--- src/rtl/core/swwa_pkg.sv ---
package swwa_pkg;

    localparam int MODE_W   = 3;
    localparam int SMP_W    = 32;
    localparam int SUM_W    = 40;
    localparam int AVG_W    = 32;
    localparam int OFFSET_W = 4;
    localparam int TICK_W   = 16;

    localparam int WINDOW_BUCKETS_DEF = 16;

    localparam logic [MODE_W-1:0] MODE_ADD    = 3'd0;
    localparam logic [MODE_W-1:0] MODE_SUB    = 3'd1;
    localparam logic [MODE_W-1:0] MODE_TICK   = 3'd2;
    localparam logic [MODE_W-1:0] MODE_READ   = 3'd3;
    localparam logic [MODE_W-1:0] MODE_WR_VAL = 3'd4;
    localparam logic [MODE_W-1:0] MODE_WR_WT  = 3'd5;

    typedef struct packed {
        logic latch;
        logic rd_exec;
        logic exec;
        logic div_start;
        logic avg_wr;
        logic out_load;
    } swwa_cmd_t;

    typedef struct packed {
        logic advance;
        logic div_done;
    } swwa_sts_t;

endpackage

--- src/rtl/core/swwa_if.sv ---
interface swwa_in_if import swwa_pkg::*;
();
    logic                       valid;
    logic                       ready;
    logic [MODE_W-1:0]          mode;
    logic signed [SMP_W-1:0]    sample_value;
    logic signed [SMP_W-1:0]    sample_weight;
    logic [OFFSET_W-1:0]        bucket_offset;

    modport source (output valid, mode, sample_value, sample_weight, bucket_offset,
                    input ready);
    modport sink   (input valid, mode, sample_value, sample_weight, bucket_offset,
                    output ready);
endinterface

interface swwa_out_if import swwa_pkg::*;
();
    logic                       valid;
    logic                       ready;
    logic signed [AVG_W-1:0]    current_average;
    logic signed [SUM_W-1:0]    total_value_out;
    logic signed [SUM_W-1:0]    total_weight_out;
    logic signed [SUM_W-1:0]    read_value;
    logic signed [SUM_W-1:0]    read_weight;
    logic signed [AVG_W-1:0]    read_average;

    modport source (output valid, current_average, total_value_out, total_weight_out,
                    read_value, read_weight, read_average,
                    input ready);
    modport sink   (input valid, current_average, total_value_out, total_weight_out,
                    read_value, read_weight, read_average,
                    output ready);
endinterface

--- src/rtl/core/sliding_window_weighted_average.sv ---
// Sliding-window weighted average over a ring of WINDOW_BUCKETS buckets. Items
// are taken one at a time: once an item is accepted, the block reads its
// bucket, updates it and loads the result into the output register, and only
// then is the input ready again. A tick that advances the window also runs
// the 40-bit restoring divider, one quotient bit per cycle, and skips the
// division when the weight sum is zero. The next item may be accepted while
// the previous result is still waiting on the output; that next item then
// holds in its last step until the output register frees. ticks_per_bucket
// is written through cfg_we/cfg_wdata while the block is idle: the user must
// keep to this, the block does not enforce it.
module sliding_window_weighted_average import swwa_pkg::*;
#(
    parameter int WINDOW_BUCKETS = WINDOW_BUCKETS_DEF
)
(
    input  logic                clk,
    input  logic                rst_n,
    input  logic                cfg_we,
    input  logic [TICK_W-1:0]   cfg_wdata,
    swwa_in_if.sink             req,
    swwa_out_if.source          rsp
);

    swwa_cmd_t cmd;
    swwa_sts_t sts;
    logic      in_ready;
    logic      out_valid;

    swwa_ctrl u_ctrl
    (
        .clk       (clk),
        .rst_n     (rst_n),
        .in_valid  (req.valid),
        .in_ready  (in_ready),
        .out_ready (rsp.ready),
        .out_valid (out_valid),
        .sts       (sts),
        .cmd       (cmd)
    );

    swwa_dp #(
        .WINDOW_BUCKETS (WINDOW_BUCKETS)
    ) u_dp
    (
        .clk              (clk),
        .rst_n            (rst_n),
        .cfg_we           (cfg_we),
        .cfg_wdata        (cfg_wdata),
        .cmd              (cmd),
        .sts              (sts),
        .mode             (req.mode),
        .sample_value     (req.sample_value),
        .sample_weight    (req.sample_weight),
        .bucket_offset    (req.bucket_offset),
        .current_average  (rsp.current_average),
        .total_value_out  (rsp.total_value_out),
        .total_weight_out (rsp.total_weight_out),
        .read_value       (rsp.read_value),
        .read_weight      (rsp.read_weight),
        .read_average     (rsp.read_average)
    );

    assign req.ready = in_ready;
    assign rsp.valid = out_valid;

    a_cmd_excl: assert property (@(posedge clk) disable iff (!rst_n)
        $onehot0(cmd))
        else $error("more than one datapath command at once");

    a_one_item: assert property (@(posedge clk) disable iff (!rst_n)
        (req.valid && req.ready) |=> !req.ready)
        else $error("input taken again while an item is in work");

    a_load_valid: assert property (@(posedge clk) disable iff (!rst_n)
        cmd.out_load |=> rsp.valid)
        else $error("result loaded but output not valid");

endmodule

--- src/rtl/core/swwa_div.sv ---
module swwa_div import swwa_pkg::*;
(
    input  logic                    clk,
    input  logic                    rst_n,
    input  logic                    start,
    input  logic [SUM_W-1:0]        num,
    input  logic [SUM_W-1:0]        den,
    output logic                    done,
    output logic [AVG_W-1:0]        quot
);

    localparam int CNT_W = $clog2(SUM_W);

    localparam logic [1:0] D_IDLE = 2'd0;
    localparam logic [1:0] D_RUN  = 2'd1;
    localparam logic [1:0] D_FIN  = 2'd2;

    localparam logic [SUM_W-1:0] POS_LIM = SUM_W'({1'b0, {(AVG_W-1){1'b1}}});
    localparam logic [SUM_W-1:0] NEG_LIM = SUM_W'({1'b1, {(AVG_W-1){1'b0}}});

    logic [1:0]         state_reg, state_next;
    logic [CNT_W-1:0]   cnt_reg, cnt_next;
    logic               done_reg, done_next;
    logic [SUM_W:0]     rem_reg, rem_next;
    logic [SUM_W-1:0]   quo_reg, quo_next;
    logic [SUM_W-1:0]   dmag_reg, dmag_next;
    logic               neg_reg, neg_next;
    logic [AVG_W-1:0]   q_reg, q_next;

    logic [SUM_W:0]     shifted;
    logic [SUM_W:0]     diff;
    logic [SUM_W-1:0]   nmag;
    logic [SUM_W-1:0]   dmag_in;
    logic [SUM_W-1:0]   qneg;

    always_comb
    begin
        nmag    = num[SUM_W-1] ? (~num + 1'b1) : num;
        dmag_in = den[SUM_W-1] ? (~den + 1'b1) : den;
        shifted = {rem_reg[SUM_W-1:0], quo_reg[SUM_W-1]};
        diff    = shifted - {1'b0, dmag_reg};
        qneg    = ~quo_reg + 1'b1;

        state_next = state_reg;
        cnt_next   = cnt_reg;
        done_next  = 1'b0;
        rem_next   = rem_reg;
        quo_next   = quo_reg;
        dmag_next  = dmag_reg;
        neg_next   = neg_reg;
        q_next     = q_reg;

        unique case (state_reg)
            D_IDLE:
            begin
                if (start)
                begin
                    if (den == '0)
                    begin
                        q_next    = '0;
                        done_next = 1'b1;
                    end
                    else
                    begin
                        rem_next   = '0;
                        quo_next   = nmag;
                        dmag_next  = dmag_in;
                        neg_next   = num[SUM_W-1] ^ den[SUM_W-1];
                        cnt_next   = '0;
                        state_next = D_RUN;
                    end
                end
            end
            D_RUN:
            begin
                // restoring division, one quotient bit per cycle
                if (!diff[SUM_W])
                begin
                    rem_next = diff;
                    quo_next = {quo_reg[SUM_W-2:0], 1'b1};
                end
                else
                begin
                    rem_next = shifted;
                    quo_next = {quo_reg[SUM_W-2:0], 1'b0};
                end
                cnt_next = cnt_reg + 1'b1;
                if (cnt_reg == CNT_W'(SUM_W-1))
                    state_next = D_FIN;
            end
            D_FIN:
            begin
                if (neg_reg)
                    q_next = (quo_reg > NEG_LIM) ? NEG_LIM[AVG_W-1:0] : qneg[AVG_W-1:0];
                else
                    q_next = (quo_reg > POS_LIM) ? POS_LIM[AVG_W-1:0] : quo_reg[AVG_W-1:0];
                done_next  = 1'b1;
                state_next = D_IDLE;
            end
            default:
                state_next = D_IDLE;
        endcase
    end

    always_ff @(posedge clk or negedge rst_n)
    begin
        if (!rst_n)
        begin
            state_reg <= D_IDLE;
            cnt_reg   <= '0;
            done_reg  <= 1'b0;
        end
        else
        begin
            state_reg <= state_next;
            cnt_reg   <= cnt_next;
            done_reg  <= done_next;
        end
    end

    always_ff @(posedge clk)
    begin
        rem_reg  <= rem_next;
        quo_reg  <= quo_next;
        dmag_reg <= dmag_next;
        neg_reg  <= neg_next;
        q_reg    <= q_next;
    end

    assign done = done_reg;
    assign quot = q_reg;

endmodule

--- src/rtl/core/swwa_ctrl.sv ---
module swwa_ctrl import swwa_pkg::*;
(
    input  logic        clk,
    input  logic        rst_n,
    input  logic        in_valid,
    output logic        in_ready,
    input  logic        out_ready,
    output logic        out_valid,
    input  swwa_sts_t   sts,
    output swwa_cmd_t   cmd
);

    localparam logic [2:0] S_IDLE   = 3'd0;
    localparam logic [2:0] S_READ   = 3'd1;
    localparam logic [2:0] S_EXEC   = 3'd2;
    localparam logic [2:0] S_DSTART = 3'd3;
    localparam logic [2:0] S_DWAIT  = 3'd4;
    localparam logic [2:0] S_FETCH  = 3'd5;

    logic [2:0] state_reg, state_next;
    logic       out_valid_reg, out_valid_next;
    logic       out_free;

    always_comb
    begin
        out_free   = !out_valid_reg || out_ready;
        state_next = state_reg;
        cmd        = '0;

        unique case (state_reg)
            S_IDLE:
            begin
                if (in_valid)
                begin
                    cmd.latch  = 1'b1;
                    state_next = S_READ;
                end
            end
            S_READ:
            begin
                cmd.rd_exec = 1'b1;
                state_next  = S_EXEC;
            end
            S_EXEC:
            begin
                cmd.exec   = 1'b1;
                state_next = sts.advance ? S_DSTART : S_FETCH;
            end
            S_DSTART:
            begin
                cmd.div_start = 1'b1;
                state_next    = S_DWAIT;
            end
            S_DWAIT:
            begin
                if (sts.div_done)
                begin
                    cmd.avg_wr = 1'b1;
                    state_next = S_FETCH;
                end
            end
            S_FETCH:
            begin
                // result goes straight into the output register once it is free
                if (out_free)
                begin
                    cmd.out_load = 1'b1;
                    state_next   = S_IDLE;
                end
            end
            default:
                state_next = S_IDLE;
        endcase

        if (cmd.out_load)
            out_valid_next = 1'b1;
        else if (out_ready)
            out_valid_next = 1'b0;
        else
            out_valid_next = out_valid_reg;
    end

    always_ff @(posedge clk or negedge rst_n)
    begin
        if (!rst_n)
        begin
            state_reg     <= S_IDLE;
            out_valid_reg <= 1'b0;
        end
        else
        begin
            state_reg     <= state_next;
            out_valid_reg <= out_valid_next;
        end
    end

    assign in_ready  = (state_reg == S_IDLE);
    assign out_valid = out_valid_reg;

endmodule

--- src/rtl/core/swwa_dp.sv ---
module swwa_dp import swwa_pkg::*;
#(
    parameter int WINDOW_BUCKETS = WINDOW_BUCKETS_DEF
)
(
    input  logic                    clk,
    input  logic                    rst_n,
    input  logic                    cfg_we,
    input  logic [TICK_W-1:0]       cfg_wdata,
    input  swwa_cmd_t               cmd,
    output swwa_sts_t               sts,
    input  logic [MODE_W-1:0]       mode,
    input  logic signed [SMP_W-1:0] sample_value,
    input  logic signed [SMP_W-1:0] sample_weight,
    input  logic [OFFSET_W-1:0]     bucket_offset,
    output logic signed [AVG_W-1:0] current_average,
    output logic signed [SUM_W-1:0] total_value_out,
    output logic signed [SUM_W-1:0] total_weight_out,
    output logic signed [SUM_W-1:0] read_value,
    output logic signed [SUM_W-1:0] read_weight,
    output logic signed [AVG_W-1:0] read_average
);

    localparam int IDX_W   = $clog2(WINDOW_BUCKETS);
    localparam int OFFSETS = 2**OFFSET_W;

    // offset reduced modulo the ring size
    logic [IDX_W-1:0] off_tab [OFFSETS];

    for (genvar g = 0; g < OFFSETS; g++)
    begin : g_off
        localparam int OM = g % WINDOW_BUCKETS;
        assign off_tab[g] = IDX_W'(OM);
    end

    // bucket store, with per-entry valid bits standing in for the zero reset
    logic [SUM_W-1:0]           val_mem [WINDOW_BUCKETS];
    logic [SUM_W-1:0]           wt_mem  [WINDOW_BUCKETS];
    logic [AVG_W-1:0]           avg_mem [WINDOW_BUCKETS];
    logic [WINDOW_BUCKETS-1:0]  bkt_vld_reg;
    logic [WINDOW_BUCKETS-1:0]  avg_vld_reg;

    logic [IDX_W-1:0]   ptr_reg, ptr_next;
    logic [TICK_W-1:0]  tick_reg, tick_next;
    logic [TICK_W-1:0]  tpb_reg;
    logic [SUM_W-1:0]   vsum_reg, vsum_next;
    logic [SUM_W-1:0]   wsum_reg, wsum_next;

    logic [MODE_W-1:0]  mode_reg;
    logic [SUM_W-1:0]   v_reg;
    logic [SUM_W-1:0]   w_reg;
    logic [IDX_W-1:0]   off_reg;
    logic [SUM_W-1:0]   ex_val_reg;
    logic [SUM_W-1:0]   ex_wt_reg;

    logic [AVG_W-1:0]   cur_avg_reg;
    logic [SUM_W-1:0]   tot_val_reg;
    logic [SUM_W-1:0]   tot_wt_reg;
    logic [SUM_W-1:0]   rd_val_reg;
    logic [SUM_W-1:0]   rd_wt_reg;
    logic [AVG_W-1:0]   rd_avg_reg;

    logic [IDX_W:0]     a_sum;
    logic [IDX_W-1:0]   a_addr;
    logic [IDX_W-1:0]   ptr_inc;
    logic [IDX_W-1:0]   ex_addr;
    logic [TICK_W-1:0]  period;
    logic [TICK_W:0]    tick_inc;
    logic               advance;
    logic               wr_en;
    logic [SUM_W-1:0]   wr_val;
    logic [SUM_W-1:0]   wr_wt;
    logic               div_done;
    logic [AVG_W-1:0]   div_q;

    always_comb
    begin
        a_sum  = {1'b0, ptr_reg} + {1'b0, off_reg};
        a_addr = (a_sum >= (IDX_W+1)'(WINDOW_BUCKETS))
               ? IDX_W'(a_sum - (IDX_W+1)'(WINDOW_BUCKETS))
               : a_sum[IDX_W-1:0];
        ptr_inc = (ptr_reg == IDX_W'(WINDOW_BUCKETS-1)) ? '0 : ptr_reg + 1'b1;

        period   = (tpb_reg == '0) ? TICK_W'(1) : tpb_reg;
        tick_inc = {1'b0, tick_reg} + 1'b1;
        advance  = (mode_reg == MODE_TICK) && (tick_inc >= {1'b0, period});

        case (mode_reg) inside
            MODE_ADD, MODE_SUB: ex_addr = ptr_reg;
            MODE_TICK:          ex_addr = ptr_inc;
            default:            ex_addr = a_addr;
        endcase
    end

    always_comb
    begin
        wr_en     = 1'b0;
        wr_val    = ex_val_reg;
        wr_wt     = ex_wt_reg;
        vsum_next = vsum_reg;
        wsum_next = wsum_reg;
        tick_next = tick_reg;
        ptr_next  = ptr_reg;

        if (cmd.exec)
        begin
            case (mode_reg)
                MODE_ADD:
                begin
                    wr_en     = 1'b1;
                    wr_val    = ex_val_reg + v_reg;
                    wr_wt     = ex_wt_reg + w_reg;
                    vsum_next = vsum_reg + v_reg;
                    wsum_next = wsum_reg + w_reg;
                end
                MODE_SUB:
                begin
                    wr_en     = 1'b1;
                    wr_val    = ex_val_reg - v_reg;
                    wr_wt     = ex_wt_reg - w_reg;
                    vsum_next = vsum_reg - v_reg;
                    wsum_next = wsum_reg - w_reg;
                end
                MODE_TICK:
                begin
                    if (advance)
                    begin
                        // oldest bucket leaves the window and is cleared
                        tick_next = '0;
                        ptr_next  = ptr_inc;
                        wr_en     = 1'b1;
                        wr_val    = '0;
                        wr_wt     = '0;
                        vsum_next = vsum_reg - ex_val_reg;
                        wsum_next = wsum_reg - ex_wt_reg;
                    end
                    else
                    begin
                        tick_next = tick_inc[TICK_W-1:0];
                    end
                end
                MODE_WR_VAL:
                begin
                    wr_en     = 1'b1;
                    wr_val    = v_reg;
                    vsum_next = vsum_reg - ex_val_reg + v_reg;
                end
                MODE_WR_WT:
                begin
                    wr_en     = 1'b1;
                    wr_wt     = w_reg;
                    wsum_next = wsum_reg - ex_wt_reg + w_reg;
                end
                MODE_READ: ;
                default: ;
            endcase
        end
    end

    always_ff @(posedge clk or negedge rst_n)
    begin
        if (!rst_n)
        begin
            ptr_reg     <= '0;
            tick_reg    <= '0;
            tpb_reg     <= TICK_W'(1);
            vsum_reg    <= '0;
            wsum_reg    <= '0;
            bkt_vld_reg <= '0;
            avg_vld_reg <= '0;
        end
        else
        begin
            ptr_reg  <= ptr_next;
            tick_reg <= tick_next;
            vsum_reg <= vsum_next;
            wsum_reg <= wsum_next;
            if (cfg_we)
                tpb_reg <= cfg_wdata;
            if (cmd.exec && wr_en)
                bkt_vld_reg[ex_addr] <= 1'b1;
            if (cmd.avg_wr)
                avg_vld_reg[ptr_reg] <= 1'b1;
        end
    end

    always_ff @(posedge clk)
    begin
        if (cmd.latch)
        begin
            mode_reg <= mode;
            v_reg    <= {{(SUM_W-SMP_W){sample_value[SMP_W-1]}}, sample_value};
            w_reg    <= {{(SUM_W-SMP_W){sample_weight[SMP_W-1]}}, sample_weight};
            off_reg  <= off_tab[bucket_offset];
        end
        if (cmd.rd_exec)
        begin
            ex_val_reg <= bkt_vld_reg[ex_addr] ? val_mem[ex_addr] : '0;
            ex_wt_reg  <= bkt_vld_reg[ex_addr] ? wt_mem[ex_addr] : '0;
        end
        if (cmd.exec && wr_en)
        begin
            val_mem[ex_addr] <= wr_val;
            wt_mem[ex_addr]  <= wr_wt;
        end
        if (cmd.avg_wr)
            avg_mem[ptr_reg] <= div_q;
        if (cmd.out_load)
        begin
            cur_avg_reg <= avg_vld_reg[ptr_reg] ? avg_mem[ptr_reg] : '0;
            rd_avg_reg  <= avg_vld_reg[a_addr] ? avg_mem[a_addr] : '0;
            rd_val_reg  <= bkt_vld_reg[a_addr] ? val_mem[a_addr] : '0;
            rd_wt_reg   <= bkt_vld_reg[a_addr] ? wt_mem[a_addr] : '0;
            tot_val_reg <= vsum_reg;
            tot_wt_reg  <= wsum_reg;
        end
    end

    swwa_div u_div
    (
        .clk   (clk),
        .rst_n (rst_n),
        .start (cmd.div_start),
        .num   (vsum_reg),
        .den   (wsum_reg),
        .done  (div_done),
        .quot  (div_q)
    );

    assign sts.advance  = advance;
    assign sts.div_done = div_done;

    assign current_average  = cur_avg_reg;
    assign total_value_out  = tot_val_reg;
    assign total_weight_out = tot_wt_reg;
    assign read_value       = rd_val_reg;
    assign read_weight      = rd_wt_reg;
    assign read_average     = rd_avg_reg;

endmodule

--- src/flat_wrapper.sv ---
// flat-port wrapper written by rule: the top's interface ports become plain ports
module sliding_window_weighted_average_flat import swwa_pkg::*;
#(
    parameter int WINDOW_BUCKETS = WINDOW_BUCKETS_DEF
)
  (clk, rst_n, cfg_we, cfg_wdata, req_valid, req_mode, req_sample_value, req_sample_weight, req_bucket_offset, req_ready, rsp_valid, rsp_current_average, rsp_total_value_out, rsp_total_weight_out, rsp_read_value, rsp_read_weight, rsp_read_average, rsp_ready);
  swwa_in_if req_i ();
  swwa_out_if rsp_i ();
  input  logic clk;
  input  logic rst_n;
  input  logic cfg_we;
  input  logic [TICK_W-1:0] cfg_wdata;
  input wire logic [$bits(req_i.valid)-1:0] req_valid;
  input wire logic [$bits(req_i.mode)-1:0] req_mode;
  input wire logic [$bits(req_i.sample_value)-1:0] req_sample_value;
  input wire logic [$bits(req_i.sample_weight)-1:0] req_sample_weight;
  input wire logic [$bits(req_i.bucket_offset)-1:0] req_bucket_offset;
  output wire logic [$bits(req_i.ready)-1:0] req_ready;
  output wire logic [$bits(rsp_i.valid)-1:0] rsp_valid;
  output wire logic [$bits(rsp_i.current_average)-1:0] rsp_current_average;
  output wire logic [$bits(rsp_i.total_value_out)-1:0] rsp_total_value_out;
  output wire logic [$bits(rsp_i.total_weight_out)-1:0] rsp_total_weight_out;
  output wire logic [$bits(rsp_i.read_value)-1:0] rsp_read_value;
  output wire logic [$bits(rsp_i.read_weight)-1:0] rsp_read_weight;
  output wire logic [$bits(rsp_i.read_average)-1:0] rsp_read_average;
  input wire logic [$bits(rsp_i.ready)-1:0] rsp_ready;
  assign req_i.valid = req_valid;
  assign req_i.mode = req_mode;
  assign req_i.sample_value = req_sample_value;
  assign req_i.sample_weight = req_sample_weight;
  assign req_i.bucket_offset = req_bucket_offset;
  assign req_ready = req_i.ready;
  assign rsp_valid = rsp_i.valid;
  assign rsp_current_average = rsp_i.current_average;
  assign rsp_total_value_out = rsp_i.total_value_out;
  assign rsp_total_weight_out = rsp_i.total_weight_out;
  assign rsp_read_value = rsp_i.read_value;
  assign rsp_read_weight = rsp_i.read_weight;
  assign rsp_read_average = rsp_i.read_average;
  assign rsp_i.ready = rsp_ready;
  sliding_window_weighted_average #(.WINDOW_BUCKETS(WINDOW_BUCKETS)) u_core (.clk(clk), .rst_n(rst_n), .cfg_we(cfg_we), .cfg_wdata(cfg_wdata), .req(req_i), .rsp(rsp_i));
endmodule
--- config.mk ---
export PLATFORM = sky130hd
export DESIGN_NAME = sliding_window_weighted_average_flat
export DESIGN_NICKNAME = d
export VERILOG_FILES = /design/src/rtl/core/swwa_pkg.sv /design/src/rtl/core/swwa_if.sv /design/src/rtl/core/sliding_window_weighted_average.sv /design/src/rtl/core/swwa_div.sv /design/src/rtl/core/swwa_ctrl.sv /design/src/rtl/core/swwa_dp.sv /design/src/flat_wrapper.sv
export SDC_FILE = /design/constraint.sdc
export NUM_CORES = 2
export LEC_CHECK = 0
export ABC_AREA = 0
export BUFFER_PORTS_ARGS = -buffer_cell sky130_fd_sc_hd__buf_2
export CAP_MARGIN = 40
export CELL_PAD_IN_SITES_DETAIL_PLACEMENT = 0
export CELL_PAD_IN_SITES_GLOBAL_PLACEMENT = 1
export CORE_ASPECT_RATIO = 0.8
export CORE_UTILIZATION = 45
export DETAILED_ROUTE_END_ITERATION = 7
export GPL_TIMING_DRIVEN = 0
export PLACE_DENSITY = 0.79
export SYNTH_ARGS = -nofsm -noshare
export SYNTH_HDL_FRONTEND = slang
export SYNTH_HIERARCHICAL = 1
export SYNTH_SLANG_ARGS = --single-unit
--- constraint.sdc ---
create_clock -name clk -period 10.9 [get_ports clk]
set_input_delay 0.545 -clock clk [delete_from_list [all_inputs] [get_ports clk]]
set_output_delay 0.545 -clock clk [all_outputs]
set_load 0.05 [all_outputs]
==> impl_metrics.json <==
{
  "ys_seq_elements": 2481,
  "worstRegToRegCells": 20,
  "synthCells": 9471,
  "crit_top_cell": "clkbuf_1",
  "clockPowerShare": 0.467,
  "antenna_found_initial": 24,
  "n_fill_cell": 23800,
  "maxCapViolations": 0,
  "drt-total-wl_microns": 470000,
  "power_uw": 19400,
  "die_area_sq_um": 297000,
  "critical_path_class": "reg -> reg",
  "syn_avg_cell_area_sq_um": 14.0,
  "syn-cell-area_sq_um": 133000,
  "finalNonFillerCells": 14500,
  "gp_congestion": 0.969,
  "htree_levels": 5,
  "rsz0062_at_grt": "false",
  "setup_viol": 0,
  "placed_cells": 14000,
  "ios": 318,
  "vias_per_cell": 6.61,
  "ant_nets": 0,
  "synth_edf_count": 2320,
  "path_max_fanout": 16,
  "fin_nets": 11000,
  "ff_latch_area_sq_um": 73700,
  "start_kind": "flip-flop",
  "initial_core_util": 0.454,
  "grt-ovfl-total": 0,
  "synth_top_area_frac": 0.525,
  "cts_root_buffer": "clkbuf_16",
  "fp-row-count": 177,
  "async_reset_ff_frac": 0.0649,
  "grt_max_degree": 109,
  "path_clk_slew_ps": 60,
  "routedWlPerCell_microns": 32.3,
  "final_util": 0.527,
  "largestRegisters": "u_core/u_dp/val_mem: 640 flops, u_core/u_dp/wt_mem: 640 flops, u_core/u_dp/avg_mem: 512 flops",
  "ys.flop_type": "edfxtp_1",
  "dr.pass1.iters": 8,
  "area_growth_pct": 15.9,
  "io_buffer_count": 317,
  "cts_tree": "done",
  "p_comb_frac": 0.004,
  "final_cell_mix": "edfxtp_1 (2320), mux4_2 (944), nand2_1 (907)",
  "worst_setup_path_end_kind": "flip-flop",
  "drive_above_1_share": 0.207,
  "p_int_uw": 15600,
  "grt_pass1_wl_microns": 663000,
  "min_period_ps": 7860,
  "hpwl_microns": 353000,
  "yosysTopAreaCell": "edfxtp_1",
  "synth_cell_types": 103,
  "grt_pass1_vias": 92700,
  "fin_crit_sh": 0.721,
  "critical-path-max-stage-delay_ps": 830,
  "ys_top_cells_by_area": "edfxtp_1 (53%), mux4_2 (16%), ha_1 (3.7%)",
  "cts_num_sinks": 2481,
  "seqPwrFrac": 0.529,
  "fin_area_sq_um": 154000,
  "core_sq_um": 292000,
  "final_common_cell": "edfxtp_1",
  "worstMarginPinSlew_ps": 1050,
  "drt-initial-drc-count": 13200,
  "vdd_ir_drop_max_v": 0.000164,
  "slowest_stage": "o22ai_2",
  "cts_max_path_buffers": 4,
  "leakagePower_uw": 0.0515,
  "clk_latency_ps": 880,
  "switching_share": 0.199,
  "numCtsBuffers": 266,
  "hold_violations": 0,
  "drc_errors": 0,
  "ys_seq_area_frac": 0.556,
  "cp.required_ps": 11430,
  "timing.slew.headroom": 0.289,
  "fmax_mhz": 127,
  "finClkSkew_ps": 79.2,
  "crit_chain": "buf_2 > or2_2 > clkbuf_1 > nor2_1 > clkbuf_1 > clkbuf_1 > mux2i_1 > fa_1 > a21o_1 > a41oi_1 > o21ai_0 > o31ai_1 > o22ai_1 > a21oi_1 > o22ai_1 > o41ai_1 > o21ai_0 > xor2_1 > a21oi_1 > o22ai_2",
  "multi_input_area_sq_um": 55900,
  "status": "completed",
  "yosys_warnings": 6,
  "p_per_area_nw_per_um2": 126,
  "grt_usage": 0.309,
  "die_w_microns": 609,
  "synthesis.nets": 9967,
  "num_vias": 96100,
  "die_y_microns": 487,
  "placed_cell_area_sq_um": 144000,
  "hold_class": "in -> async",
  "switchingPower_uw": 3870,
  "slew_violations": 0,
  "critPathArrivalTime_ps": 8390,
  "cts-resized-gates": 0
}
==> cell usage after synthesis (all sizes together), types with 11 or more instances <==
cell type,count
inv,298
nand4,58
nor2,306
o21ai,489
mux2,12
o211a,37
and3,64
dfrtp,160
nand2,908
nor3,92
nand3b,27
a22oi,54
or4,23
a221oi,20
edfxtp,2320
ha,394
or2,38
a41oi,14
a31oi,71
a211o,11
clkbuf,420
xor2,180
o21bai,50
mux2i,125
nor4,27
o221ai,14
a211oi,291
o21a,53
nand2b,66
buf,132
a21oi,417
o41ai,27
o31ai,60
o22ai,106
or3,33
o211ai,40
mux4,944
nor2b,165
nand3,142
a311oi,92
xnor2,277
a21o,160
and2,112
a21boi,11
==> repair_timing <==
action / CTS / global route
hold endpoints to repair: 173 / 0
hold buffers: 91 / 0
buffers inserted: 0 / 0
==> power by group through the flow <==
stage	clock network, uW	registers [uW]	logic (uW)
floorplan	0	10500	13.4
global placement	0	10500	51.6
detailed placement	0	10500	56.2
CTS	9160	10300	82.7
global route	9490	10300	89.4
finish	9070	10300	80.9
==> worst max-delay path, delay by kind of cell, from the launching register on <==
kind	cells	cell delay [ps]
xor gates and xnor gates	1	210
buffers and inverters	4	1610
adders and majority gates	1	450
AOI/OAI and AO/OA	11	3850
and+or+nand+nor	2	730
muxes	1	250
DFF	1	350
==> kinds of logic (layout without fill, tap and decap cells) <==
group,after synthesis,after routing,share of synthesized area
mux,1081,1081,0.171
simple gates,2093,2093,0.0751
xor+xnor,457,457,0.0302
compound gates,2104,2104,0.105
buf+inv,851,2068,0.0248
fa+ha+maj,404,404,0.0387
flops,2481,2481,0.556
other cells,0,9,0
==> final cells by class <==
type,count,share of cell area
plain buffers,552,0.0142
diodes,9,0.000147
well taps,3848,0.0313
clock inverters,141,0.00968
clock buffers,315,0.0457
repair buffers,761,0.0481
inverters,299,0.00732
flip-flops and latches,2481,0.480
multi-input cells,6139,0.364
==> final timing paths <==
path                                            start                          to  slack [ps]
max                           u_core/u_dp/mode_reg[1]   u_core/u_dp/wt_mem[4][38]        3040
min                                             rst_n  u_core/u_dp/bkt_vld_reg[6]         120
max reg2reg                   u_core/u_dp/mode_reg[1]   u_core/u_dp/wt_mem[4][38]        3040
min reg2reg                u_core/u_dp/avg_vld_reg[8]  u_core/u_dp/avg_vld_reg[8]         490
max in group asynchronous                       rst_n      u_core/u_dp/ptr_reg[3]        9550
min in group clk                               cfg_we      u_core/u_dp/tpb_reg[3]         270
==> stage by stage <==
stage	TNS [ps]	setup slack (ps)	hold WS [ps]
6_report	0	3040	118
5_1_grt	0	2920	108
4_1_cts	0	3210	75.0
3_5_place_dp	0	3250	424
3_3_place_gp	-4263810	-4090	466
2_1_floorplan	0	3400	249
==> metal layers <==
layer  track usage  part of all wire  vias to the layer above
met3        0.0801              0.12                      995
met4         0.134             0.051                       16
met5             0           0.00045                        -
met2         0.464              0.44                     6622
li1              -                 -                    39800
met1         0.425              0.39                    48700
No activity file was read; power rests on OpenSTA's default activity.
